--- config.mk ---
export PLATFORM = sky130hd
export DESIGN_NAME = tatu_div
export DESIGN_NICKNAME = d
export VERILOG_FILES = /design/src/hw/rtl/tatu_pkg.sv /design/src/hw/rtl/tatu_div.sv
export SDC_FILE = /design/constraint.sdc
export NUM_CORES = 2
export LEC_CHECK = 0
export BUFFER_PORTS_ARGS = -buffer_cell sky130_fd_sc_hd__buf_4
export CAP_MARGIN = 20
export CORE_UTILIZATION = 55
export CTS_CLUSTER_DIAMETER = 80
export CTS_CLUSTER_SIZE = 20
export DETAILED_ROUTE_END_ITERATION = 7
export GPL_ROUTABILITY_DRIVEN = 0
export GPL_TIMING_DRIVEN = 0
export PLACE_DENSITY_LB_ADDON = 0.25
export SKIP_LAST_GASP = 1
export SYNTH_ARGS = -nofsm -noshare
export SYNTH_HDL_FRONTEND = slang
export SYNTH_SLANG_ARGS = --single-unit
--- constraint.sdc ---
create_clock -name clk -period 6.5 [get_ports clk]
set_input_delay 0 -clock clk [delete_from_list [all_inputs] [get_ports clk]]
set_output_delay 0 -clock clk [all_outputs]
set_load 0.05 [all_outputs]
--- src/hw/rtl/tatu_pkg.sv ---
// Shared constants for the thermistor ADC to temperature unit.
// Holds widths and Horner coefficients; no dependencies.
`timescale 1ns / 1ps
`default_nettype none
package tatu_pkg;
  localparam int SAMPLE_W = 10;
  localparam int RB_W = 16;
  localparam int RES_W = 32;
  localparam int NUM_W = SAMPLE_W + RB_W + 8;
  localparam int ACC_W = 128;
  localparam int TEMP_W = 16;
  localparam int ADC_FULL_SCALE_DEF = 1024;
  localparam int NUM_STEPS = 4;
  localparam logic [RB_W-1:0] RB_RESET = 16'd10000;

  localparam logic [ACC_W-1:0] COEF4 = 128'd0 - 128'd43386;
  localparam logic [ACC_W-1:0] COEF3 = 128'd2632103193;
  localparam logic [ACC_W-1:0] COEF2 = 128'd0 - 128'd65199020804340;
  localparam logic [ACC_W-1:0] COEF1 = 128'd981222715650100000;
  localparam logic [ACC_W-1:0] COEF0 =
    128'd0 - {64'd273, 64'd7395299699150159243};

  function automatic logic [ACC_W-1:0] step_coef(input logic [1:0] k);
    logic [ACC_W-1:0] c;
    unique case (k)
      2'd0: c = COEF3;
      2'd1: c = COEF2;
      2'd2: c = COEF1;
      default: c = COEF0;
    endcase
    return c;
  endfunction
endpackage
`default_nettype wire

--- src/hw/rtl/tatu_div.sv ---
// Pipelined restoring divider: resistance = sample*rb*256/(full_scale-sample).
// Depends on tatu_pkg; one quotient bit per stage.
`timescale 1ns / 1ps
`default_nettype none
module tatu_div #(
  parameter int ADC_FULL_SCALE = tatu_pkg::ADC_FULL_SCALE_DEF
) (
  input  wire logic                          clk,
  input  wire logic                          rst_n,
  input  wire logic                          en,
  input  wire logic                          in_vld,
  input  wire logic [tatu_pkg::SAMPLE_W-1:0] sample,
  input  wire logic [tatu_pkg::RB_W-1:0]     rb,
  output logic                               out_vld,
  output logic [tatu_pkg::RES_W-1:0]         res
);
  import tatu_pkg::*;
  localparam int DW = $clog2(ADC_FULL_SCALE + 1);
  localparam int NS = NUM_W;

  logic            v_r    [0:NS+1];
  logic [NUM_W-1:0] num_r [0:NS];
  logic [NUM_W-1:0] q_r   [0:NS];
  logic [DW-1:0]   rem_r  [0:NS];
  logic [DW-1:0]   d_r    [0:NS];
  logic            ov_r   [0:NS];
  logic [RES_W-1:0] res_r;

  logic [NUM_W-1:0] num_nxt [1:NS];
  logic [NUM_W-1:0] q_nxt   [1:NS];
  logic [DW-1:0]   rem_nxt  [1:NS];
  logic [DW:0]     rem2     [1:NS];
  logic            ge       [1:NS];
  logic [RB_W+SAMPLE_W-1:0] prod;

  assign prod = (RB_W+SAMPLE_W)'(sample) * (RB_W+SAMPLE_W)'(rb);

  always_comb begin
    for (int i = 1; i <= NS; i++) begin
      rem2[i] = {rem_r[i-1], num_r[i-1][NUM_W-1]};
      ge[i] = rem2[i] >= {1'b0, d_r[i-1]};
      rem_nxt[i] = ge[i] ? DW'(rem2[i] - {1'b0, d_r[i-1]}) : DW'(rem2[i]);
      num_nxt[i] = {num_r[i-1][NUM_W-2:0], 1'b0};
      q_nxt[i] = {q_r[i-1][NUM_W-2:0], ge[i]};
    end
  end

  always_ff @(posedge clk) begin
    if (!rst_n) begin
      for (int i = 0; i <= NS + 1; i++) v_r[i] <= 1'b0;
    end else if (en) begin
      v_r[0] <= in_vld;
      for (int i = 1; i <= NS + 1; i++) v_r[i] <= v_r[i-1];
    end
  end

  always_ff @(posedge clk) begin
    if (en) begin
      num_r[0] <= {prod, 8'd0};
      q_r[0] <= '0;
      rem_r[0] <= '0;
      d_r[0] <= DW'(32'(ADC_FULL_SCALE) - 32'(sample));
      ov_r[0] <= 32'(sample) >= 32'(ADC_FULL_SCALE);
      for (int i = 1; i <= NS; i++) begin
        num_r[i] <= num_nxt[i];
        q_r[i] <= q_nxt[i];
        rem_r[i] <= rem_nxt[i];
        d_r[i] <= d_r[i-1];
        ov_r[i] <= ov_r[i-1];
      end
      res_r <= (ov_r[NS] || (q_r[NS][NUM_W-1:RES_W] != '0)) ? '1 : q_r[NS][RES_W-1:0];
    end
  end

  assign out_vld = v_r[NS+1];
  assign res = res_r;
endmodule
`default_nettype wire

; ---- Word-level counts from Yosys, hierarchy flattened
; Memory sizes are Yosys's and may differ from the RTL's.
; Index checks and enable logic that the tools add are counted.
[totals]
rom_bits = 0
mem_count = 6
input_bits = 30
ramBits = 3186
out_inout_bits = 33
latch_bits = 0
reg_bits = 32
elab_cells = 190
[mem_list]
columns = name, depth, width, rd, rd_clocked_by_memory_dff, wr, line
row1 = q_r, 35, 34, 35, 0, 35, tatu_div.sv:23  ; logic [NUM_W-1:0] q_r [0:NS];
row2 = num_r, 35, 33, 34, 0, 35, tatu_div.sv:22  ; logic [NUM_W-1:0] num_r [0:NS];
row3 = d_r, 35, 11, 34, 0, 35, tatu_div.sv:25  ; logic [DW-1:0] d_r [0:NS];
row4 = rem_r, 35, 11, 34, 0, 35, tatu_div.sv:24  ; logic [DW-1:0] rem_r [0:NS];
row5 = v_r, 36, 1, 36, 0, 36, tatu_div.sv:21  ; logic v_r [0:NS+1];
row6 = ov_r, 35, 1, 35, 0, 35, tatu_div.sv:26  ; logic ov_r [0:NS];
[op_classes]
muxes = 75
n_lt_le_gt_ge = 34
div_mod_pow = 0
multipliers = 1
n_eq_ne = 0
n_reduce_logical = 2
shifts = 0
add_sub_neg = 35
bitwise_logic = 36
[op_table]
columns = op, n
row1 = $ge A12 B11 Y1, 34
row2 = $mux W11, 34
row3 = $sub A11 B11 Y11, 34
row4 = $mux W1, 41
row5 = $or A1 B1 Y1, 36
row6 = $mul A10 B16 Y26, 1
row7 = $sub A11 B10 Y11 const A, 1
row8 = $reduce_bool A2 Y1, 1
row9 = $logic_or A1 B1 Y1, 1

; ---- Depth between registers and ports, before layout
[logic_depth]
depth_word = 4
depth_mapped = 21
depth_no_buf = 18

; ---- Worst setup path before layout
; OpenSTA, ideal clock, no wires.
[synth_path]
path_kind = in2reg
from = in sample[3] (netlist name)
to = mem num_r[0][31] (netlist name) (data pin)
slack_ps = 1205
path_buffers = 3
cell_stages = 19
setup_ps = 258
t_arrival_ps = 5037
path_cell_list = clkbuf_1 buf_1 nand2_1 fa_1 inv_1 fa_1 fa_1 fa_1 inv_1 fa_1 inv_1 ha_1 clkbuf_1 nand4_1 nor4_1 nor4b_1 o31ai_1 o22ai_1 xnor2_1
[synth_rtl]
columns = item, line
row1 = from (decl), tatu_div.sv:12  ; input wire logic [tatu_pkg::SAMPLE_W-1:0] sample,
row2 = to (decl), tatu_div.sv:22

==> flow_summary.toml <==
[cells_and_area]
multi_input_area_um2 = 25400
syn_to_final_growth_pct = 7.866
drive_gt1_frac = 0.06430
fin_cells = 7939
register_area_um2 = 52570
postLayoutCellArea_um2 = 87020
num-fill-cells = 11040
final_nets = 6580

[die]
io_pins = 63
die_x_um = 385
start_util = 0.5542
num_rows = 140
core_area_um2 = 145600
die_h_um = 385
die_area_um2 = 148200

[worst_setup_path]
path_max_fanout = 10
cp.required_ps = 6970
arrival_ps = 6680
cp-end-kind = "flip-flop"
crit_type = "input pin to flip-flop"
cp-start-kind = "input pin"
ff2ff_path_depth = 8

[logic_synthesis]
yosys.area_share.xor_xnor = 0.02041
yosysTopAreaCell = "edfxtp_1"
ys_ff_latch = 1751
synth_top_family_by_area = "adder cells"
syn_avg_cell_area_um2 = 13.90
synth_compound_area_frac = 0.08723
synthDistinctLibCells = 68
ys_top_cells_by_area = "edfxtp_1, ha_1, fa_1, inv_1, mux2_2"
synthAdderAreaFrac = 0.1013
muxShareOfSynthArea = 0.02435
ys.flop_type = "edfxtp_1"
ys_seq_area_frac = 0.6516
syn_inst = 5803
synth_edf_count = 1750
synthArstFlopShare = 0
yosysWarnings = 0
synth-simple-area-share = 0.08136
syn_area_um2 = 80680
syn_nets = 6401
synth.top_cell.area_share = 0.6514

[detailed_routing]
first_pass_iters = 6
wl_per_cell_um = 16.64
via_count = 43990
drcViolationCount = 0
first_iter_violations = 2967
routed_wl_um = 132100
vias_per_cell = 5.542
postRouteAntennaNets = 0

[cts]
cts_setup_buffers = 0
htreeDepth = 3
cts.sinks = 1751
clock_latency_ps = 750
clock-root-buffer = "clkbuf_16"
clock_path_buffers = 3
cts_tree = "built"
cts_buffers = 105
clk_pin_slew_worst_paths_ps = 80

[grt]
antenna_found_initial = 2
grt_max_degree = 205
grt_pass1_wl_um = 214600
grt_overflow_total = 0
grt_pass1_vias = 43360
grt_use_total = 0.1775

[place]
dp_worst_setup_slack_ps = -221.2
dpl.hpwl_um = 91800
placed_area_um2 = 83680
dp_cells = 7773
portBuffers = 44

[timing]
fin_skew_ps = 67.28
max_slew.worst_pin.slew_ps = 1106
min_period_ps = 6218
max_freq_mhz = 160.8
finalSetupViolCount = 0
slew_headroom = 0.2580
slew_violations = 0
hold_viol_final = 0
fin_ws_ps = 282.3
fin_crit_sh = 0.9566
holdWs_ps = 145.9
rsz0062_at_grt = "no"

[run]
maxCapViolations = 0

[pwr]
ir_drop_v = 0.0002981
cellLeakagePower_nw = 33.22
power_density_nw_per_um2 = 421.1
p_total_mw = 36.65

[worst_hold_path]
hold-path-cell-count = 4
hold_class = "input pin to flip-flop"

[status]
status = "finished clean"
==> layer usage <==
metal	routed length, um	GRT usage	vias to the layer above
met5	0	0	-
met4	3751	0.06445	0
met3	4806	0.02183	214
met2	66390	0.3108	803
met1	57170	0.2268	21330
li1	-	-	21640
==> path summary, 6_finish.rpt <==
kind,from,end,slack [ps]
worst max-delay path,sample[3],num_r[0][25],280
worst min register to register,num_r[7][17],num_r[8][18],370
worst min-delay path,sample[1],d_r[0][1],150
worst max register to register,rem_r[6][1],rem_r[7][9],3170
==> layout make-up <==
class                   count  area share
diodes                      3  0.00008627
well taps                1917     0.02756
inverters                 593     0.02558
plain buffers             124    0.005679
flip-flops and latches   1751      0.6041
clock buffers             115     0.03074
clock inverters            29    0.005233
repair buffers             73    0.009173
multi-input cells        3334      0.2919
==> sequential cells by signal, summed over array words and instances, names as in the netlist <==
name,flops
q_r,595
d_r,374
res,32
num_r,351
rem_r,363
v_r,36
==> cells in the mapped netlist, types with 15 or more instances <==
| cell | number |
|---|---|
| nor2b_1 | 95 |
| o21ai_0 | 283 |
| or2_2 | 32 |
| xor2_1 | 73 |
| inv_1 | 593 |
| buf_2 | 16 |
| and4_1 | 25 |
| a21boi_0 | 31 |
| ha_1 | 426 |
| nand2b_1 | 60 |
| and3_1 | 39 |
| and2_1 | 102 |
| mux2_2 | 130 |
| a311o_1 | 15 |
| a211o_1 | 15 |
| o21a_1 | 128 |
| mux2i_1 | 50 |
| o21bai_1 | 16 |
| fa_1 | 142 |
| nand3_1 | 44 |
| a211oi_1 | 33 |
| or3_1 | 71 |
| o22ai_1 | 27 |
| o31ai_1 | 53 |
| a21o_1 | 38 |
| a31oi_1 | 27 |
| nor2_1 | 332 |
| o41ai_1 | 30 |
| edfxtp_1 | 1750 |
| a21oi_1 | 248 |
| o211ai_1 | 53 |
| xnor2_1 | 115 |
| nand2_1 | 335 |
| nand4_1 | 16 |
| clkbuf_1 | 104 |
| nor3_1 | 81 |
| or4_1 | 28 |
==> stage by stage <==
step                      utilization  setup TNS [ps]
after global routing           0.5978               0
final                          0.5978               0
after global placement         0.5730               -
after floorplan                     -               0
after detailed placement       0.5749          -433.0
after CTS                      0.5977               0
==> cells by family after synthesis <==
kind of cell             after synthesis
flip-flops                          1751
AND/OR/NAND/NOR                     1308
AO/OA/AOI/OAI                       1090
buffers and inverters                718
adder cells (fa/ha/maj)              568
XOR/XNOR                             188
multiplexers                         180
==> critical path, cell delays in order <==
cell	delay, ps
dlygate4sd3_1	540
buf_4	120
clkbuf_1	450
clkbuf_2	390
nand2_1	130
fa_1	550
inv_1	50
fa_1	540
fa_1	460
fa_1	550
inv_1	50
fa_1	530
inv_1	40
ha_1	260
clkbuf_1	290
nand4_1	220
nor4_1	540
nor4b_2	190
nor3b_1	440
o22ai_1	180
xnor2_1	150
==> report_power, final <==
part           switching, mW  internal (mW)  leakage (nW)
combinational           7.81           6.00          14.6
clock                   3.55           3.10          1.51
sequential             0.915           15.3          17.1
==> placed cells by master, fill, tap and decap left out, types with 32 or more instances in the layout <==
cell       netlist  layout
a211oi_1        33      33
a21o_1          38      38
a21oi_1        248     248
and2_1         102     102
and3_1          39      39
buf_4            0      43
clkbuf_1       104     112
clkbuf_16        0     105
edfxtp_1      1750    1750
fa_1           142     142
ha_1           426     426
inv_1          593     593
mux2_2         130     130
mux2i_1         50      50
nand2_1        335     335
nand2b_1        60      59
nand3_1         44      44
nor2_1         332     332
nor2b_1         95      95
nor3_1          81      81
o211ai_1        53      53
o21a_1         128     128
o21ai_0        283     283
o31ai_1         53      52
or2_2           32      32
or3_1           71      71
xnor2_1        115     115
xor2_1          73      73
==> what timing repair did <==
item	CTS	global route
hold buffers	20	0
resized for setup	0	3
endpoints found under the setup margin	0	4
hold endpoints to repair	204	0
(Power assumes the default switching activity.)
