`src/hw/rtl/tatu_pkg.sv`:
```
// Shared constants for the thermistor ADC to temperature unit.
// Holds widths and Horner coefficients; no dependencies.
`timescale 1ns / 1ps
`default_nettype none
package tatu_pkg;
  localparam int SAMPLE_W = 10;
  localparam int RB_W = 16;
  localparam int RES_W = 32;
  localparam int NUM_W = SAMPLE_W + RB_W + 8;
  localparam int ACC_W = 128;
  localparam int TEMP_W = 16;
  localparam int ADC_FULL_SCALE_DEF = 1024;
  localparam int NUM_STEPS = 4;
  localparam logic [RB_W-1:0] RB_RESET = 16'd10000;

  localparam logic [ACC_W-1:0] COEF4 = 128'd0 - 128'd43386;
  localparam logic [ACC_W-1:0] COEF3 = 128'd2632103193;
  localparam logic [ACC_W-1:0] COEF2 = 128'd0 - 128'd65199020804340;
  localparam logic [ACC_W-1:0] COEF1 = 128'd981222715650100000;
  localparam logic [ACC_W-1:0] COEF0 =
    128'd0 - {64'd273, 64'd7395299699150159243};

  function automatic logic [ACC_W-1:0] step_coef(input logic [1:0] k);
    logic [ACC_W-1:0] c;
    unique case (k)
      2'd0: c = COEF3;
      2'd1: c = COEF2;
      2'd2: c = COEF1;
      default: c = COEF0;
    endcase
    return c;
  endfunction
endpackage
`default_nettype wire

```
`src/hw/rtl/tatu_sat.sv`:
```
// Truncate the Q64.64 polynomial value to whole degrees and saturate to 16 bits.
// Depends on tatu_pkg; two stages.
`timescale 1ns / 1ps
`default_nettype none
module tatu_sat (
  input  wire logic                        clk,
  input  wire logic                        rst_n,
  input  wire logic                        en,
  input  wire logic                        in_vld,
  input  wire logic [tatu_pkg::ACC_W-1:0]  acc,
  output logic                             out_vld,
  output logic [tatu_pkg::TEMP_W-1:0]      temp,
  output logic                             sat
);
  import tatu_pkg::*;

  logic [1:0]       v_r;
  logic             neg_r;
  logic [63:0]      hi_r;
  logic [ACC_W-1:0] mag;
  logic [TEMP_W-1:0] temp_r, temp_nxt;
  logic             sat_r, sat_nxt;

  assign mag = acc[ACC_W-1] ? (ACC_W'(0) - acc) : acc;

  always_comb begin
    sat_nxt = 1'b0;
    if (neg_r) begin
      if (hi_r > 64'd32768) begin
        temp_nxt = 16'h8000;
        sat_nxt = 1'b1;
      end else begin
        temp_nxt = 16'd0 - hi_r[TEMP_W-1:0];
      end
    end else begin
      if (hi_r > 64'd32767) begin
        temp_nxt = 16'h7FFF;
        sat_nxt = 1'b1;
      end else begin
        temp_nxt = hi_r[TEMP_W-1:0];
      end
    end
  end

  always_ff @(posedge clk) begin
    if (!rst_n) begin
      v_r <= '0;
    end else if (en) begin
      v_r <= {v_r[0], in_vld};
    end
  end

  always_ff @(posedge clk) begin
    if (en) begin
      neg_r <= acc[ACC_W-1];
      hi_r <= mag[ACC_W-1:64];
      temp_r <= temp_nxt;
      sat_r <= sat_nxt;
    end
  end

  assign out_vld = v_r[1];
  assign temp = temp_r;
  assign sat = sat_r;
endmodule
`default_nettype wire

```
`config.mk`:
```
export PLATFORM = sky130hd
export DESIGN_NAME = tatu_sat
export DESIGN_NICKNAME = d
export VERILOG_FILES = /design/src/hw/rtl/tatu_pkg.sv /design/src/hw/rtl/tatu_sat.sv
export SDC_FILE = /design/constraint.sdc
export NUM_CORES = 1
export LEC_CHECK = 0
export ABC_AREA = 1
export ABC_CLOCK_PERIOD_IN_PS = 3000
export BUFFER_PORTS_ARGS = -buffer_cell sky130_fd_sc_hd__buf_2
export CAP_MARGIN = 20
export CORE_AREA = 10 10 165 167
export DETAILED_ROUTE_END_ITERATION = 12
export DIE_AREA = 0 0 175 177
export GPL_TIMING_DRIVEN = 0
export MAX_ROUTING_LAYER = met4
export PLACE_DENSITY = 0.48
export SETUP_SLACK_MARGIN = 0.02
export SYNTH_ARGS = -nofsm -noshare
export SYNTH_HDL_FRONTEND = slang
export SYNTH_SLANG_ARGS = --single-unit
```
`constraint.sdc`:
```
create_clock -name clk -period 3 [get_ports clk]
set_input_delay 0.15 -clock clk [delete_from_list [all_inputs] [get_ports clk]]
set_output_delay 0.15 -clock clk [all_outputs]
set_load 0.03 [all_outputs]
```
==> Word level (Yosys, flattened, before mapping) <==
Index checks and enable logic that the tools add are counted.
{ "totals": {"ff_bits": 84} }
{ "classes": {"addsub": 2, "magnitude_cmp": 2, "muxes": 7} }
{ "op_table": {"columns": ["cell", "count"], "rows": [
  ["subtractor 1 x 128 -> 128 bit, first input constant", 1],
  ["2-to-1 mux 127 bit", 1],
  ["> comparator 64 x 15 -> 1 bit, second input constant", 1],
  ["> comparator 64 x 16 -> 1 bit, second input constant", 1],
  ["2-to-1 mux 16 bit", 3],
  ["subtractor 1 x 16 -> 16 bit, first input constant", 1],
  ["2-to-1 mux 1 bit", 3]
]} }

==> Longest topological paths before layout <==
Gate-level depths: netlist of the first run.
{ "logic_depth": {"word_depth": 3, "ltp_mapped": 11, "mapped_depth_nobuf": 10} }

==> Worst setup path before layout of the first run <==
No wires, ideal clock.
{ "synth_path": {"path_kind": "register -> register", "from": "reg hi_r[0]", "to": "reg sat_r, in the netlist sat, data pin", "setup_time_ps": 253, "arrival_time_ps": 1407, "setup_slack_ps": 1340, "stages_incl_launch_ff": 11, "path_buffers": 1, "path_cell_list": "edfxtp_1 inv_1 ha_1 nand3_2 nor2_4 nand3_1 nor2_1 nand2_1 nand2_4 buf_12 nand2_1"} }
{ "synth_between": {"elab_chain_cells": 3} }
{ "synth_rtl": {"columns": ["item", "line", "source"], "rows": [
  ["from (decl)", "tatu_sat.sv:19", "logic [63:0] hi_r;"],
  ["from (signal assigned)", "tatu_sat.sv:56", "hi_r <= mag[ACC_W-1:64];"],
  ["> comparator 64 x 15 -> 1 bit or > comparator 64 x 16 -> 1 bit (tied branches)", "tatu_sat.sv:36, tatu_sat.sv:29", null],
  ["2-to-1 mux 1 bit (on tied branches)", "tatu_sat.sv:36, tatu_sat.sv:29", null],
  ["2-to-1 mux 1 bit (*)", "tatu_sat.sv:28", "if (neg_r) begin"],
  ["named net sat_nxt", "tatu_sat.sv:22", "logic sat_r, sat_nxt;"],
  ["to (signal assigned)", "tatu_sat.sv:58", "sat_r <= sat_nxt;"],
  ["to (decl)", "tatu_sat.sv:22", null]
]} }
Mark *: on every way through the listed nets, which the timed path passes. The rest lies on a longest branch.
A chain may end at the register's enable or synchronous reset.

==> Worst setup path in the final report of the first run <==
{ "layout_path": {"from": "reg hi_r[63]", "to": "reg temp_r[9], in the netlist temp[9], data pin"} }
{ "layout_between": {"elab_chain_cells": 3} }
{ "layout_rtl": {"columns": ["item", "line", "source"], "rows": [
  ["> comparator 64 x 15 -> 1 bit or > comparator 64 x 16 -> 1 bit (tied branches)", "tatu_sat.sv:36, tatu_sat.sv:29", null],
  ["2-to-1 mux 16 bit (on tied branches)", "tatu_sat.sv:36, tatu_sat.sv:29", null],
  ["2-to-1 mux 16 bit (*)", "tatu_sat.sv:28", null],
  ["named net temp_nxt[9]", "tatu_sat.sv:21", "logic [TEMP_W-1:0] temp_r, temp_nxt;"],
  ["to (signal assigned)", "tatu_sat.sv:57", "temp_r <= temp_nxt;"],
  ["to (decl)", "tatu_sat.sv:21", null]
]} }
Marked as above.

==> results of run 1 <==
==> cells in the final DEF, fill, tap and decap left out, types with 2 or more instances in the layout <==
master | Yosys | routed
sky130_fd_sc_hd__a21oi_1 | 3 | 3
sky130_fd_sc_hd__buf_2 | 2 | 150
sky130_fd_sc_hd__buf_4 | 1 | 2
sky130_fd_sc_hd__bufinv_16 | 0 | 2
sky130_fd_sc_hd__clkbuf_1 | 7 | 9
sky130_fd_sc_hd__clkbuf_16 | 0 | 9
sky130_fd_sc_hd__clkinv_2 | 0 | 2
sky130_fd_sc_hd__dfxtp_1 | 2 | 2
sky130_fd_sc_hd__edfxtp_1 | 82 | 82
sky130_fd_sc_hd__inv_1 | 79 | 79
sky130_fd_sc_hd__inv_2 | 4 | 4
sky130_fd_sc_hd__nand2_1 | 402 | 402
sky130_fd_sc_hd__nand2_2 | 10 | 10
sky130_fd_sc_hd__nand3_1 | 101 | 101
sky130_fd_sc_hd__nand3_2 | 5 | 5
sky130_fd_sc_hd__nand3b_1 | 13 | 13
sky130_fd_sc_hd__nand4_1 | 13 | 13
sky130_fd_sc_hd__nor2_1 | 296 | 296
sky130_fd_sc_hd__nor2_2 | 11 | 11
sky130_fd_sc_hd__nor2_4 | 5 | 5
sky130_fd_sc_hd__nor3_1 | 12 | 12
sky130_fd_sc_hd__o21ai_0 | 38 | 38
sky130_fd_sc_hd__o21ai_1 | 5 | 5
sky130_fd_sc_hd__xnor2_1 | 17 | 17
sky130_fd_sc_hd__xor2_1 | 10 | 10
==> logic make-up (layout without fill, tap and decap cells) <==
group,count (synthesis),count (layout),share of synthesized area
buf+inv,97,264,0.0563
fa+ha+maj,1,1,0.00178
other cells,0,1,0
simple gates,872,872,0.519
flops,84,84,0.356
compound gates,46,46,0.0328
xor+xnor,27,27,0.0337
==> metrics by stage <==
stage               total power [mW]  hold WS, ps  setup slack, ps  cell area, µm²
floorplan                       1.81          249             1340            7020
global placement                2.10          345              825            8170
detailed placement              2.10          347              875            8200
CTS                             3.31         23.4              931            8520
global route                    3.44         38.1              744            8520
finish                          3.27         29.8              875            8530
==> state kept, by name, indices dropped and copies added (netlist names) <==
signal,count
hi_r,64
sat,1
temp,16
neg_r,1
v_r,2
==> critical path, stage by stage, from the launching register on <==
cell	delay [ps]
sky130_fd_sc_hd__edfxtp_1	370
sky130_fd_sc_hd__nor2_1	100
sky130_fd_sc_hd__nand2_1	70
sky130_fd_sc_hd__nor2_1	330
sky130_fd_sc_hd__nand2_1	200
sky130_fd_sc_hd__nor3_4	190
sky130_fd_sc_hd__nand2_2	190
sky130_fd_sc_hd__buf_6	190
sky130_fd_sc_hd__o21ai_0	150
sky130_fd_sc_hd__nand2_1	70
==> area by class of cell <==
| class | count | area, µm² | area share |
|---|---|---|---|
| plain buffers | 14 | 83.8 | 0.00983 |
| diodes | 1 | 2.50 | 0.000293 |
| inverters | 83 | 312 | 0.0365 |
| clock inverters | 5 | 77.6 | 0.00910 |
| repair buffers | 151 | 786 | 0.0921 |
| clock buffers | 11 | 233 | 0.0273 |
| multi-input cells | 946 | 4130 | 0.484 |
| well taps | 324 | 405 | 0.0475 |
| flip-flops and latches | 84 | 2500 | 0.293 |
==> report_power, final <==
| group | internal, mW | switching (mW) |
|---|---|---|
| clock network | 0.728 | 0.472 |
| logic | 0.207 | 0.414 |
| registers | 1.41 | 0.0412 |
==> per-layer routing <==
metal / part of all wire / vias up / track usage
li1: - / 3933 / -
met1: 0.48 / 3373 / 0.243
met2: 0.46 / 207 / 0.305
met3: 0.040 / 33 / 0.0256
met4: 0.024 / 0 / 0.0597
met5: 0 / - / -
==> path summary, 6_finish.rpt <==
check,to,start,cells after the start,slack (ps)
max,temp[9]$_DFFE_PP_,hi_r[63]$_SDFFCE_PN0P_,9,880
min,v_r[0]$_SDFFE_PN0P_,in_vld,3,30
max reg2reg,temp[9]$_DFFE_PP_,hi_r[63]$_SDFFCE_PN0P_,9,880
min reg2reg,v_r[1]$_SDFFE_PN0P_,v_r[0]$_SDFFE_PN0P_,2,480
==> results.md, run 1 <==
- The accumulated negative setup slack is 0 ps.
- The iteration count of the initial detailed-routing pass is 5.
- Counting the buffers created by CTS gives 9.
- The routed via count divided by cell count is 4.66.
- The chip height is roughly 180 µm.
- The count of cells resized by post-cts repair is 0.
- The final RePlAce weighted congestion is 0.940.
- At the end of the flow, the number of nets in the layout was approximately 1400.
- The insertion delay to the later sink of the worst-skew pair is 350 ps.
- TritonCTS built the clock tree.
- The proportion of register bits with asynchronous set or reset after synthesis is 0.
- The run finished with clean final reports.
- After floorplanning, the core was sized to cover 24000 µm².
- The die covers roughly 31000 µm².
- The post-synthesis area per instance is 6.23 µm².
- The worst setup path is of the reg -> reg kind.
- The die outline width is 175 µm.
- Fill cells in the final layout number ~2800.
- In the synthesized netlist, the cells that appear most often are 402 x sky130_fd_sc_hd__nand2_1, 296 x sky130_fd_sc_hd__nor2_1, 101 x sky130_fd_sc_hd__nand3_1.
- In the final layout, the share of cells above drive strength 1 is 0.161.
- The HPWL after detailed placement is roughly 25000 µm.
- The most area-hungry cell type in the Yosys netlist is sky130_fd_sc_hd__edfxtp_1.
- The total of hold buffers inserted after clock tree synthesis is 1.
- The critical path capture point type is a flip-flop.
- Summing over every cut layer, the via total after detailed routing is between 7000 and 8000.
- The post-layout utilization of the core is 0.356.
- The power density over the cells is 384 nW/µm².
- The worst ir drop on vdd is 0.225 mV.
- After detailed routing, the average wire length per cell comes to 17.9 µm.
- The number of violations of the max-capacitance limit is 0.
- The largest net degree at the start of global routing is 66.
- The path category of the worst min-delay check is in -> reg.
- Summed over all cells, the static leakage comes to around 3.4 nW.
- Of the synthesized area, sequential elements account for 0.356.
- Of the available clock period, the critical path in the final layout requires 0.708.
- The number of global-route vias before repair is 7643.
- The nature of the critical path startpoint is a flip-flop.
- The actual slew at the worst max-slew pin is ~740 ps.
- Setup repair after global routing left no endpoint under its margin.
- The synthesized instance count is between 1000 and 1500.
- The global-route wire length before repair is 43500 µm.
- The buffers inserted during post-CTS setup optimization is 0.
- Ranked by total cell area, the synthesized netlist is headed by sky130_fd_sc_hd__edfxtp_1 35%, sky130_fd_sc_hd__nand2_1 21%, sky130_fd_sc_hd__nor2_1 16%.
- The clock passes through at most 2 buffers.
- Clock tree synthesis found a total of 84 sinks.
- The sum of overflow across all layers after global routing is 0.
- The number of antenna violations at the first check in global routing is 0.
- The count of warnings emitted by yosys is 0.
- The primary flip-flop cell chosen by synthesis mapping is sky130_fd_sc_hd__edfxtp_1.
- The number of slew-limit violations in the final report is 0.
- The detailed router finished its first iteration with about 500 violations.
- The DRC violation count after routing is 0.
- The shortest period the worst path allows is 2120 ps.
- During placement, the flow inserted port buffers numbering 149.
- The fraction of synthesized cell area taken by the top area cell type is 0.351.
- The count of final hold-check violations is 0.
- Yosys mapped the design onto 31 distinct sky130hd cell types.
- The row count is 57.
- The depth of the CTS H-tree is 3.
- The most common cell in the synthesized netlist is sky130_fd_sc_hd__nand2_1.
- The number of cells in the finished layout apart from fillers is 1619.
- The clock skew is approximately 9.8 ps.
- The aggregate global-route resource usage is 0.190.
- Timing would allow up to 471 MHz.
- Yosys mapped a number of flops with a built-in enable equal to between 80 and 90.
- Counting every net in the synthesized netlist gives roughly 1300.
- The cell area that synthesis handed to floorplanning was approximately 7000 µm².
- The top-level I/O count is 150.
- The number of antenna-violating nets in the routed design is 0.
- The area overhead of the layout relative to synthesis is 21.4%.
- Setup violations remaining at the end of the flow were counted as 0.
- The data arrival time at the worst-slack endpoint is between 2000 and 2500 ps.
- The total of flip-flops plus latches after synthesis is 84.
- In this run, placement finished with an instance count of 1601.
- The initial utilization of the core area, before any placement, comes to 0.293.
- The clock root buffer master is sky130_fd_sc_hd__clkbuf_16.
- The CTS clock-pin slew for the worst setup and hold paths is 70 ps.
- The routed wire length is approximately 29000 µm.
- At the worst endpoint, the required time is 3100 ps.
- In this run the tightest slew margin relative to its limit is 0.508.
- Along the worst path, the maximum fanout reaches 10.
(Power assumes the default switching activity.)
==> inputs of run 2 (changes only) <==
Settings changed: ABC_CLOCK_PERIOD_IN_PS 3000 to 1900, PLACE_DENSITY 0.48 to 0.5.
Clock period 3 ns to 1.9 ns, I/O delays scaled along.
==> run 2 against run 1 <==
Register-to-register slack got worse by 810 ps. Hold slack improved by 21 ps. Largest cell class unchanged. Core utilization increased by 0.47 points. Combinational power increased by 60%. Sequential cell count unchanged. Non-clock buffer count increased by 9. First-iteration DRC count decreased by 4.7%. Critical path depth increased by 1. Die area unchanged. Count of clock-buffer cells in the layout increased by 1. Routed wire length decreased by 1.5%. Design area increased by 1.3%.
==> results.md, run 2 (synthesis results as in run 1) <==
- The power share of the sequential group is 0.469 (+0.025).
- Leaving out fill and tap cells, the most frequent cell in the layout is sky130_fd_sc_hd__nand2_1.
- The accumulated negative setup slack was 0 ps (unchanged).
- The critical path goes through nor2_1 -> nand2_2 -> nor2_4 -> nand2_4 -> nor3_4 -> nand2_1 -> nand2_8 -> clkbuf_16 -> nand3_1 -> nand2_1.
- The insertion delay to the later sink of the worst-skew pair is 350 ps (about the same).
- The number of antenna-violating nets in the routed design is 0 (unchanged).
- The DRC violation count after routing was 0 (unchanged).
- The HPWL after detailed placement was 25000 µm (-1.4%).
- The cell sitting at the root of the clock tree is a sky130_fd_sc_hd__clkbuf_16.
- The total number of clock tree sinks came to 84 (unchanged).
- The clock skew is 8.45 ps (-1.31 ps).
- The die outline width is 175 µm (unchanged).
- The number of antenna violations at the first check in global routing is 0 (unchanged).
- The number of cells traversed by the worst hold path is 3 (unchanged).
- The row count came to 57 (unchanged).
- The area of the die is 31000 µm² (unchanged).
- The data required time at the worst endpoint was 2120 ps (-980 ps).
- The tightest slew margin relative to the limit came to 0.550 (+0.0418).
- Relative to the synthesized area, the layout overhead comes to 23.0%.
- The library cells used most frequently in the layout, excluding fill and tap cells, are 400 x sky130_fd_sc_hd__nand2_1, 290 x sky130_fd_sc_hd__nor2_1, 150 x sky130_fd_sc_hd__buf_2.
- The power density over the cells is 566 nW/µm² (+48%).
- The placeable core area was 24000 µm² (unchanged).
- The run finished with clean final reports.
- The largest net degree at the start of global routing is 66 (unchanged).
- The proportion of total power due to net switching came to 0.294 (+0.0112).
- The aggregate global-route resource usage came to 0.188 (-0.00166).
- The diode insertion count for antenna repair came to 0 (-1).
- The category of the critical setup timing path is reg -> reg.
- The data arrival time at the worst-slack endpoint is 2050 ps (-170 ps).
- The routed via count divided by cell count is 4.63 (-0.56%).
- The number of slew-limit violations in the final report came to 0 (unchanged).
- The depth of the CTS H-tree is 3 (unchanged).
- The top-level I/O count was 150 (unchanged).
- STA classifies the critical path startpoint as a flip-flop.
- The total clock buffers created by CTS was 9 (unchanged).
- The number of vias in the routed layout is 7541 (-0.066%).
- The routed wire length per instance is 17.6 µm (-1.9%).
- The routed wire length is 28600 µm (-1.5%).
- The shortest period the worst path allows is 1830 ps (-294 ps).
- The achievable clock frequency is 546 MHz (+16%).
- The net switching component of the power is 1.44 mW (+55%).
- The critical path's top delay family is simple AND/OR/NAND/NOR gates.
- The buffers plus inverters on the worst setup path is 1 (unchanged).
- The buffer depth of the longest clock path is 2 (unchanged).
- The count of final hold-check violations is 0 (unchanged).
- The number of violations of the max-capacitance limit was 0 (unchanged).
- The count of cell instances traversed by the critical path came to 10 (+1).
- The CTS clock-pin slew for the worst setup and hold paths came to 60 ps (about the same).
- The overall power consumption came to 4.89 mW (+49%).
- The number of setup violations in the final report is 0 (unchanged).
- The global-route wire length before repair is 43100 µm (-0.86%).
- The logic gate share of total power is 0.203 (+0.013).
- More flip-flops sit in one register than any other, and that register is hi_r.
- The iteration-0 DRC count of the detailed router is 483 (-4.7%).
- The least setup slack across all paths after layout is 69.1 ps (-806 ps).
- The portion of total power attributed to the clock network is 0.328 (-0.038).
- The share of final-layout standard cells stronger than drive strength 1 came to 0.174 (+0.0135).
- The delay of the slowest critical-path stage is 380 ps (about the same).
- The total placed instance area is 8200 µm² (unchanged).
- The worst ir drop on vdd was 0.306 mV (+36%).
- The number of I/O port buffers is 149 (unchanged).
- The ratio of final minimum period to clock period is 0.964 (+0.255).
- The count of cells along the worst register-to-register path was 10 (+1).
- The total leakage power is 3.48 nW (+2.1%).
- The actual slew at the worst max-slew pin is 668 ps (-69.8 ps).
- TritonCTS built the clock tree.
- The final RePlAce weighted congestion is 0.985 (+4.8%).
- The iteration count of the initial detailed-routing pass was 5 (unchanged).
- The final design area excluding fillers is 8640 µm² (+1.3%).
- The worst setup slack after placement is -197 ps (-1070 ps).
- The most frequent cell on the critical path is sky130_fd_sc_hd__nand2_1.
- The design internal power is 3.45 mW (+47%).
- The critical path capture point type is a flip-flop.
- The cell with the largest stage delay on the worst path is sky130_fd_sc_hd__edfxtp_1.
- The sum of overflow across all layers after global routing came to 0 (unchanged).
- Setup repair after global routing could not meet its margin everywhere.
- The number of fillers in the final layout is 2717 (-1.6%).
- The effective utilization at floorplan is 0.293 (unchanged).
- The largest driver fanout on the critical path is 7 (-3).
- The number of global-route vias before repair is 7627 (-0.21%).
- The chip height is 177 µm (unchanged).
- The worst hold path belongs to the class in -> reg.
- The flip-flop count of the largest register after layout came to 64 (unchanged).
- The layout net count is 1431 (+0.63%).
-- run 2: what timing repair did --
item | 4_1_cts | 5_1_grt
setup endpoints to repair | 14 | 32
hold buffers | 4 | 0
gates resized for setup | 4 | 24
setup buffers | 0 | 5
pin swaps | 0 | 6
hold endpoints to repair | 3 | 0
cloned | 0 | 1
-- run 2: final timing paths --
path                    endpoint           startpoint  slack (ps)
min reg2reg  v_r[1]$_SDFFE_PN0P_  v_r[0]$_SDFFE_PN0P_         470
max reg2reg    temp[8]$_DFFE_PP_   hi_r[56]$_DFFE_PP_          70
min           hi_r[31]$_DFFE_PP_              acc[95]          50
max            temp[8]$_DFFE_PP_   hi_r[56]$_DFFE_PP_          70
-- run 2: routing by layer --
metal  vias to the layer above  global-route usage  share of wire
met3                        26              0.0286          0.041
met4                         0              0.0523          0.022
li1                       3955                   -              -
met1                      3368               0.241           0.47
met5                         -                   -              0
met2                       192               0.303           0.46
-- run 2: worst register-to-register path, stage by stage, from the launching register on --
cell	delay, ps
sky130_fd_sc_hd__edfxtp_1	380
sky130_fd_sc_hd__nor2_1	150
sky130_fd_sc_hd__nand2_2	90
sky130_fd_sc_hd__nor2_4	180
sky130_fd_sc_hd__nand2_4	90
sky130_fd_sc_hd__nor3_4	220
sky130_fd_sc_hd__nand2_1	180
sky130_fd_sc_hd__nand2_8	150
sky130_fd_sc_hd__clkbuf_16	150
sky130_fd_sc_hd__nand3_1	60
sky130_fd_sc_hd__nand2_1	60
-- run 2: power by group through the flow --
| stage | combinational [mW] | sequential, mW | clock [mW] |
|---|---|---|---|
| after floorplan | 0.484 | 2.37 | 0 |
| after CTS | 0.988 | 2.30 | 1.67 |
| after global routing | 1.12 | 2.31 | 1.75 |
| final | 0.993 | 2.30 | 1.60 |
| after global placement | 0.966 | 2.34 | 0 |
| after detailed placement | 0.976 | 2.34 | 0 |
-- run 2: per-stage QoR --
step	hold WS, ps	instances	utilization
2_1_floorplan	194	1127	-
3_3_place_gp	287	1600	0.341
3_5_place_dp	294	1601	0.342
4_1_cts	30.7	1621	0.355
5_1_grt	51.1	1627	0.361
6_report	51.3	1627	0.361
-- run 2: cell type report --
type / count / area, µm² / area share
multi-input cells: 946 / 4190 / 0.485
flip-flops and latches: 84 / 2500 / 0.290
repair buffers: 160 / 882 / 0.102
well taps: 324 / 405 / 0.0469
inverters: 83 / 312 / 0.0361
clock buffers: 12 / 236 / 0.0274
plain buffers: 14 / 88.8 / 0.0103
clock inverters: 4 / 26.3 / 0.00304
==> inputs of run 3 (changes only) <==
Settings changed: ABC_AREA 1 to default, CORE_AREA 10 10 165 167 to 10 10 139 141, DIE_AREA 0 0 175 177 to 0 0 149 151, PLACE_DENSITY 0.5 to 0.53.
==> run 3 against run 2 <==
First-iteration DRC count decreased by 41%. Largest cell class unchanged. Count of clock-buffer cells in the layout decreased by 2. The run now ends with setup timing left. Clock skew decreased by 1.4 ps.
==> results.md, run 3 <==
- The routed via count divided by cell count is 5.21 (+12%).
- The worst setup path endpoint is temp[11]$_DFFE_PP_.
- The number of enable-type register cells in the synthesized netlist is 82 (unchanged).
- The buffer depth of the longest clock path is 2 (unchanged).
- The flow ran to the end, but the final reports show violations.
- The total number of clock tree sinks came to 84 (unchanged).
- The worst setup path startpoint is hi_r[17]$_DFFE_PP_.
- The chip height came to 151 µm (-15%).
- The multi-input combinational cell area is 2800 µm² (-33%).
- The tightest min-delay check is of the in -> reg type.
- For this run, the leading register cell type out of synthesis is sky130_fd_sc_hd__edfxtp_1.
- The final design area excluding fillers was 7060 µm² (-18%).
- Among all cell types in the netlist, the one instantiated most often is sky130_fd_sc_hd__edfxtp_1.
- Summed over all instances, the cell type with the most area after synthesis is sky130_fd_sc_hd__edfxtp_1.
- The number of I/O port buffers is 149 (unchanged).
- The placeable core area is 16500 µm² (-31%).
- The worst setup slack after placement was -908 ps (-712 ps).
- The CTS clock-pin slew for the worst setup and hold paths is 60 ps (about the same).
- The global-route wire length before repair came to 26100 µm (-40%).
- The aggregate global-route resource usage is 0.152 (-0.0359).
- The delay of the slowest critical-path stage was 570 ps (+190 ps).
- In this run the critical register-to-register path is captured at temp[11]$_DFFE_PP_.
- The largest net degree at the start of global routing is 52 (-21%).
- The count of cells along the worst register-to-register path came to 6 (-4).
- The iteration count of the initial detailed-routing pass is 4 (-1).
- The buffers plus inverters on the worst setup path is 0 (-1).
- The number of slew-limit violations in the final report was 0 (unchanged).
- The number of vias in the routed layout is 4569 (-39%).
- The synthesized instance count is 459 (-59%).
- The HPWL after detailed placement is 13100 µm (-48%).
- The actual slew at the worst max-slew pin came to 958 ps (+290 ps).
- The depth of the CTS H-tree was 3 (unchanged).
- For this design, the slowest cell found on the critical path is sky130_fd_sc_hd__or4_4.
- The achievable clock frequency is 393 MHz (-28%).
- The fraction of synthesized cell area taken by the top area cell type was 0.508 (+0.157).
- The insertion delay to the later sink of the worst-skew pair was 350 ps (about the same).
- The netlist area before placement came to 4850 µm² (-31%).
- The share of final-layout standard cells stronger than drive strength 1 is 0.444 (+0.269).
- The total placed instance area is 5940 µm² (-28%).
- The post-synthesis area per instance came to 10.6 µm² (+70%).
- The largest driver fanout on the critical path is 8 (+1).
- The layout net count is 785 (-45%).
- The number of unique standard cell types used by synthesis is 45 (+45%).
- The row count is 47 (-18%).
- The least setup slack across all paths after layout came to -645 ps (-714 ps).
- The clock skew was 7.06 ps (-1.38 ps).
- The effective utilization at floorplan was 0.295 (+0.00145).
- The area of the die is 22500 µm² (-27%).
- The data arrival time at the worst-slack endpoint came to 2710 ps (+660 ps).
- The flop-to-flop setup slack is -650 ps (-710 ps).
- In the synthesized netlist, the cells that appear most often are 82 x sky130_fd_sc_hd__edfxtp_1, 61 x sky130_fd_sc_hd__xnor2_1, 39 x sky130_fd_sc_hd__nand2_1.
- The power density over the cells is 689 nW/µm² (+22%).
- The library cell used most frequently in the layout, excluding fill and tap cells, is sky130_fd_sc_hd__buf_2.
- The total leakage power came to 2.50 nW (-28%).
- STA classifies the critical path startpoint as a flip-flop.
- The worst ir drop on vdd is 0.424 mV (+39%).
- The routed wire length per instance is 19.5 µm (+11%).
- The number of fillers in the final layout is 1611 (-41%).
- The post-synthesis net count came to 592 (-53%).
- The iteration-0 DRC count of the detailed router is 286 (-41%).
- The number of violations of the max-capacitance limit is 0 (unchanged).
- The library cells used most frequently in the layout, excluding fill and tap cells, are 147 x sky130_fd_sc_hd__buf_2, 82 x sky130_fd_sc_hd__edfxtp_1, 60 x sky130_fd_sc_hd__xnor2_1.
- The area taken by flip-flops and latches is 2500 µm² (unchanged).
- The number of global-route vias before repair came to 4880 (-36%).
- Ranked by total cell area, the synthesized netlist is headed by sky130_fd_sc_hd__edfxtp_1 51%, sky130_fd_sc_hd__xnor2_1 11%, sky130_fd_sc_hd__nor4_1 4.6%.
- TritonCTS built the clock tree.
- Walking the worst path, the cells encountered are or4_4 -> or4_4 -> or4b_4 -> nor3_2 -> o21ai_1 -> o311ai_1.
- Counting stages on the worst path, the most repeated cell is sky130_fd_sc_hd__or4_4.
- The count of warnings emitted by yosys is 0 (unchanged).
- The clock root buffer master is sky130_fd_sc_hd__clkbuf_16.
- The critical path's top delay family is simple AND/OR/NAND/NOR gates.
- The category of the critical setup timing path is reg -> reg.
- The die outline width is 149 µm (-15%).
- The number of cells in the finished layout apart from fillers is 877 (-46%).
- The final RePlAce weighted congestion is 0.877 (-11%).
- The proportion of register bits with asynchronous set or reset after synthesis is 0 (unchanged).
- The count of final hold-check violations is 0 (unchanged).
- The shortest period the worst path allows is 2550 ps (+714 ps).
- The data required time at the worst endpoint came to 2070 ps (-50 ps).
- The top-level I/O count is 150 (unchanged).
- The total clock buffers created by CTS came to 9 (unchanged).
- The checks that failed: setup timing.
- The number of setup violations in the final report is 17 (+17).
- The ratio of final minimum period to clock period is 1.34 (+0.376).
- The tightest slew margin relative to the limit is 0.361 (-0.189).
- The count of cell instances traversed by the critical path is 6 (-4).
- Setup repair after global routing could not meet its margin everywhere.
- The routed wire length was 17100 µm (-40%).
- The number of antenna violations at the first check in global routing is 0 (unchanged).
- The sum of overflow across all layers after global routing is 0 (unchanged).
- The total of flip-flops plus latches after synthesis is 84 (unchanged).
- The number of antenna-violating nets in the routed design came to 0 (unchanged).
- STA classifies the critical path endpoint as a flip-flop.
- The flip-flop count of the largest register after layout is 64 (unchanged).
- The start of the worst register-to-register path is hi_r[17]$_DFFE_PP_.
- The DRC violation count after routing is 0 (unchanged).
- The cell total after placement came to 829 (-48%).
- The accumulated negative setup slack is -9580 ps (-9580 ps).
- The register containing the most flip-flops in the final layout is hi_r.
- The share of the yosys chip area belonging to registers was 0.516 (+0.160).
- Compared with the post-synthesis result, the final layout area differs by 45.7%.
==> run 3: cell types whose count changed after synthesis, sizes merged, moves of 12 or more <==
cell,delta
a21oi,+12
nor2,-291
nor4,+35
or4,+14
nor3,+12
xnor2,+44
nand2,-374
nand3,-96
o31ai,+23
o21ai,-12
inv,-74
==> run 3: kinds of logic after synthesis <==
logic type / count (synthesis) / synth area share
muxes: 2 / 0.00413
buffers and inverters: 27 / 0.0224
and+or+nand+nor: 187 / 0.212
adders and majority gates: 1 / 0.00258
xor gates and xnor gates: 64 / 0.116
AOI/OAI and AO/OA: 94 / 0.127
DFF: 84 / 0.516
==> run 3: timing repair <==
action                     in CTS  in global routing
hold endpoints to repair        3                  0
pin swaps                      14                 23
setup buffers                  17                 13
hold buffers                    3                  0
cloned                          1                  1
setup endpoints to repair      56                 71
gates resized for setup        65                 59
==> run 3: through the flow <==
step,hold slack (ps),power (mW),util
after floorplan,194,2.69,-
after global placement,289,3.04,0.359
after detailed placement,297,3.06,0.361
after CTS,42.3,4.83,0.405
after global routing,61.9,5.05,0.429
final,57.9,4.87,0.429
==> run 3: cell type report <==
cell class	instances	share of cell area
clock inverters	5	0.00762
diodes	1	0.000354
plain buffers	15	0.0115
flip-flops and latches	84	0.354
repair buffers	184	0.154
well taps	220	0.0390
clock buffers	10	0.0324
inverters	9	0.00478
multi-input cells	349	0.396
==> run 3: routing by layer <==
layer,share of wire,up-vias,track usage
li1,-,2182,-
met1,0.42,2221,0.177
met2,0.52,146,0.260
met4,0.019,0,0.0525
met3,0.042,20,0.0283
met5,0,-,-
==> run 3: worst min path at each step <==
| stage | from | to | cells past startpoint |
|---|---|---|---|
| 2_1_floorplan | acc[127] | neg_r$_DFFE_PP_ | 0 |
| 3_3_place_gp | acc[127] | neg_r$_DFFE_PP_ | 1 |
| 3_5_place_dp | acc[127] | neg_r$_DFFE_PP_ | 1 |
| 4_1_cts | acc[125] | hi_r[61]$_DFFE_PP_ | 2 |
| 5_1_grt | acc[125] | hi_r[61]$_DFFE_PP_ | 2 |
| 6_report | acc[125] | hi_r[61]$_DFFE_PP_ | 2 |
==> run 3: where the power goes <==
group	internal, mW	switching (mW)
logic	0.352	0.456
clock network	1.00	0.721
registers	2.25	0.0778
